[src/design/rlt_pkg.sv]
// ----------------------------------------------------------------------------
// rlt_pkg
// Shared constants, operation and result codes, and the controller/datapath
// command and status types of the range lock table.
// ----------------------------------------------------------------------------
package rlt_pkg;

    localparam int CELLS_DEF      = 64;
    localparam int LEVELS_DEF     = 2;
    localparam int WAIT_DEPTH_DEF = 16;
    localparam int RANGE_BITS_DEF = 48;
    localparam int COUNT_BITS_DEF = 16;

    localparam int OP_W        = 3;
    localparam int SLOT_PORT_W = 6;
    localparam int DEV_W       = 24;
    localparam int BIO_W       = 16;
    localparam int TAG_W       = 8;
    localparam int CODE_W      = 3;

    localparam logic [OP_W-1:0] OP_GET     = 3'd0;
    localparam logic [OP_W-1:0] OP_PUT     = 3'd1;
    localparam logic [OP_W-1:0] OP_LOCK    = 3'd2;
    localparam logic [OP_W-1:0] OP_QUIESCE = 3'd3;
    localparam logic [OP_W-1:0] OP_PROMOTE = 3'd4;
    localparam logic [OP_W-1:0] OP_UNLOCK  = 3'd5;

    localparam logic [CODE_W-1:0] RC_GRANTED  = 3'd0;
    localparam logic [CODE_W-1:0] RC_PARKED   = 3'd1;
    localparam logic [CODE_W-1:0] RC_BUSY     = 3'd2;
    localparam logic [CODE_W-1:0] RC_NOT_EXCL = 3'd3;
    localparam logic [CODE_W-1:0] RC_FULL     = 3'd4;
    localparam logic [CODE_W-1:0] RC_SHARED   = 3'd5;
    localparam logic [CODE_W-1:0] RC_OVERFLOW = 3'd6;
    localparam logic [CODE_W-1:0] RC_BAD      = 3'd7;

    typedef struct packed {
        logic cap_en;
        logic cmp_en;
        logic sel_en;
        logic rd_en;
        logic exe_en;
        logic drn_rd;
        logic drn_emit;
    } rlt_cmd_t;

    typedef struct packed {
        logic out_free;
        logic exe_drain;
        logic drain_last;
    } rlt_stat_t;

endpackage

[src/design/rlt_ctrl.sv]
// ----------------------------------------------------------------------------
// rlt_ctrl
// Sequencer: capture, compare, select, record read, execute, then one
// read/emit pair per released parked tag.
// ----------------------------------------------------------------------------
module rlt_ctrl
    import rlt_pkg::*;
(
    input  logic      clk,
    input  logic      rst_n,
    input  logic      in_valid,
    output logic      in_stall,
    input  rlt_stat_t stat,
    output rlt_cmd_t  cmd
);

    localparam logic [2:0] S_IDLE = 3'd0;
    localparam logic [2:0] S_CMP  = 3'd1;
    localparam logic [2:0] S_SEL  = 3'd2;
    localparam logic [2:0] S_RD   = 3'd3;
    localparam logic [2:0] S_EXE  = 3'd4;
    localparam logic [2:0] S_DRD  = 3'd5;
    localparam logic [2:0] S_DEM  = 3'd6;

    logic [2:0] state_reg;
    logic [2:0] state_next;

    always_comb
    begin
        cmd        = '0;
        state_next = state_reg;
        unique case (state_reg)
            S_IDLE:
            begin
                if (in_valid)
                begin
                    cmd.cap_en = 1'b1;
                    state_next = S_CMP;
                end
            end
            S_CMP:
            begin
                cmd.cmp_en = 1'b1;
                state_next = S_SEL;
            end
            S_SEL:
            begin
                cmd.sel_en = 1'b1;
                state_next = S_RD;
            end
            S_RD:
            begin
                cmd.rd_en  = 1'b1;
                state_next = S_EXE;
            end
            S_EXE:
            begin
                if (stat.out_free)
                begin
                    cmd.exe_en = 1'b1;
                    state_next = stat.exe_drain ? S_DRD : S_IDLE;
                end
            end
            S_DRD:
            begin
                cmd.drn_rd = 1'b1;
                state_next = S_DEM;
            end
            S_DEM:
            begin
                if (stat.out_free)
                begin
                    cmd.drn_emit = 1'b1;
                    state_next   = stat.drain_last ? S_IDLE : S_DRD;
                end
            end
            default:
            begin
                state_next = S_IDLE;
            end
        endcase
    end

    always_ff @(posedge clk or negedge rst_n)
    begin
        if (!rst_n)
        begin
            state_reg <= S_IDLE;
        end
        else
        begin
            state_reg <= state_next;
        end
    end

    assign in_stall = (state_reg != S_IDLE);

endmodule

[config.mk]
export PLATFORM = sky130hd
export DESIGN_NAME = rlt_ctrl
export DESIGN_NICKNAME = d
export VERILOG_FILES = /design/src/design/rlt_pkg.sv /design/src/design/rlt_ctrl.sv
export SDC_FILE = /design/constraint.sdc
export NUM_CORES = 1
export LEC_CHECK = 0
export BUFFER_PORTS_ARGS = -buffer_cell sky130_fd_sc_hd__buf_4
export CAP_MARGIN = 15
export CORE_AREA = 2 2 39 41
export DETAILED_ROUTE_END_ITERATION = 12
export DIE_AREA = 0 0 41 43
export GPL_TIMING_DRIVEN = 0
export PLACE_DENSITY_LB_ADDON = 0.12
export SYNTH_ARGS = -nofsm -noshare
export SYNTH_HDL_FRONTEND = slang
export SYNTH_SLANG_ARGS = --single-unit
[constraint.sdc]
create_clock -name clk -period 1.3 [get_ports clk]
set_clock_uncertainty 0.15 [all_clocks]
set_input_delay 0.065 -clock clk [delete_from_list [all_inputs] [get_ports clk]]
set_output_delay 0.065 -clock clk [all_outputs]
set_load 0.01 [all_outputs]
==> metrics.txt <==
setup ws final -139.3 ps; diode count 0; most frequent cells in the layout buf_4 (13), nand2b_4 (3), clkbuf_4 (3), buf_6 (3); Worst-Margin Slew 178.5 ps; row count 14; leakage 0.2219 nW; M1 WL 242 µm; CP delay by family, top simple AND/OR/NAND/NOR gates; failing checks negative setup slack; gr usage total 9.658%; Post-DRT Antenna Nets 0; Util after Layout 33.36%; Gate Count Post-Synth 27; Pwr per Cell Area 2227 nW/µm²; CP Capture Type primary output; P&R area growth vs syn 107.3%; Setup crit start kind flip-flop; final worst path period need 1439 ps; WL met3 70 µm; clock-pin slew on the worst setup and hold paths ~40 ps; Initial Util about 16%; Synth cell types 17; fin crit share 110.7%; Hold Vio Cnt, Final 0; detailed-route DRC error count 0; Fin Hold WS 25.30 ps; outcome complete, but fails checks; initial antenna violation count 0; highest metal used met3; post-synthesis sequential area ratio 33.71%; Seq pwr share between 15 and 20%; Worst Path Arrival approximately 1200 ps; post-DR vias/cell 4.156; Max FO, Critical Path 2; Final Max Tran Viols 0; clock latency on the worst-skew pair ~240 ps; max cap viols 0; crit path cell chain or3_4, nor2_4, buf_6; peak supply drop roughly 0.00057 V; synthesized flop and latch total 3; critical path class flip-flop to primary output; top cells by area, synth dfrtp_1 (34%), nor2_1 (6.7%), nand2b_4 (6.2%), and3_1 (5.6%), nand2b_1 (5.6%); share of cells above drive strength 1 70.83%; Final Routed Wirelength 662 µm; Setup violations, final 7; fmax 694.8 MHz; Yosys top cell by area dfrtp_1; Rel. slew slack 88.01%; slowest CP cell dfrtp_2; RSZ-0062 raised after global routing yes; num ports 14; Mapped Area 222.7 µm²; Min-Delay Path Class primary input to flip-flop; Nets 55; Crit path required time 1090 ps; CTS buffer count 3; leading cell type in the layout, fill and taps excluded buf_4; Port Buffer Count 13; clock network fraction of total power 16.3%; Sw Ratio between 30% and 40%; FILL cells about 160; RePlAce Congestion 0.6947; sw power 0.3987 mW; Die X a little over 40 µm; TritonRoute pass-1 iters 1; post-detail-place hpwl 447.8 µm; CTS root buf clkbuf_4; first-pass GRT wire length 1083 µm; Inst Count DP 56; die area between 1500 and 2000 µm²; Synth warnings 0; Internal 0.6297 mW; TritonCTS clock tree done; htree depth 1; Finished Layout Cells 64; Met2 Wirelength 349 µm; Synthesized Nets 33; via count 266; DR iter-0 viols 0; wire per inst 10.34 µm; clock tree buffer depth 2; DIE HEIGHT 43 µm; largest net degree at the start of global routing 9; vias in the first global route between 200 and 250; CP peak stage delay 400 ps; syn avg cell area ~8.2 µm²; Clock Sinks 3; number of flip-flops in the largest register 3; core area 1384 µm²; Bufs and invs on worst path 1; total power draw between 1 and 1.5 mW; Comb pwr share 66.2%; post-synth top area share roughly a third; total congestion overflow 0
power groups by stage:
stage	Sequential, mW	Clock [mW]	Combinational (mW)
2_1_floorplan	0.180	0	0.301
3_3_place_gp	0.196	0	0.479
3_5_place_dp	0.196	0	0.477
4_1_cts	0.168	0.179	0.641
5_1_grt	0.188	0.191	0.752
6_report	0.181	0.167	0.681
kinds of logic after synthesis:
group | Yosys count | synth area share (%)
compound gates | 3 | 11.24
simple gates | 17 | 44.94
flops | 3 | 33.71
buf+inv | 4 | 10.11
Yosys cell counts:
library cell,n
o21a_1,1
nor3b_1,1
nand3_1,1
nor2_1,4
a21boi_1,1
inv_1,2
dfrtp_1,3
nor3_1,2
nand2_1,2
buf_6,1
nand2b_4,1
nand3_2,1
nand2b_1,2
inv_2,1
a311o_1,1
or3_1,1
and3_1,2
worst paths after layout:
path | start | to | slack, ps | cells past startpoint
hold reg to reg | state_reg[1] | state_reg[1] | 470 | 2
max in group asynchronous | rst_n | state_reg[0] | 240 | 3
min in group asynchronous | rst_n | state_reg[2] | 600 | 3
hold / removal | stat[2] | state_reg[1] | 30 | 4
setup / recovery | state_reg[2] | cmd[6] | -140 | 3
setup reg to reg | state_reg[1] | state_reg[2] | 0 | 3
per-layer routing:
| layer | vias to the layer above | GRT usage, % |
|---|---|---|
| met5 | - | 0 |
| met4 | 0 | 2.000 |
| met3 | 0 | 8.377 |
| met2 | 10 | 11.88 |
| met1 | 124 | 12.62 |
| li1 | 132 | - |
final cells by class:
type	instances	area [µm²]	area share, %
Multi-Input combinational cell	20	172.7	37.40
Timing Repair Buffer	18	151.4	32.79
Sequential cell	3	77.57	16.80
Clock buffer	4	26.28	5.691
Tap cell	16	20.02	4.336
Inverter	3	13.76	2.981
per-stage QoR:
stage	instance area, µm²	worst slack [ps]	setup TNS (ps)
after floorplan	222.7	26.89	0
after global placement	340.3	16.98	0
after detailed placement	340.3	12.33	0
after CTS	439.2	-191.4	-861.1
after global routing	461.7	-204.3	-955.8
final	461.7	-139.3	-391.1
worst register-to-register path, delay by kind of cell, from the launching register on:
family | cells | cell delay (ps)
buf+inv | 1 | 150
compound gates | 1 | 310
simple gates | 1 | 180
flops | 1 | 400
timing repair:
action                                  CTS  global route
pin swaps                                 2             3
resized for setup                         9             8
hold buffers                              2             0
hold endpoints to repair                  3             0
buffers inserted                          3             0
endpoints found under the setup margin    8            10
No activity file was read; power rests on OpenSTA's default activity.
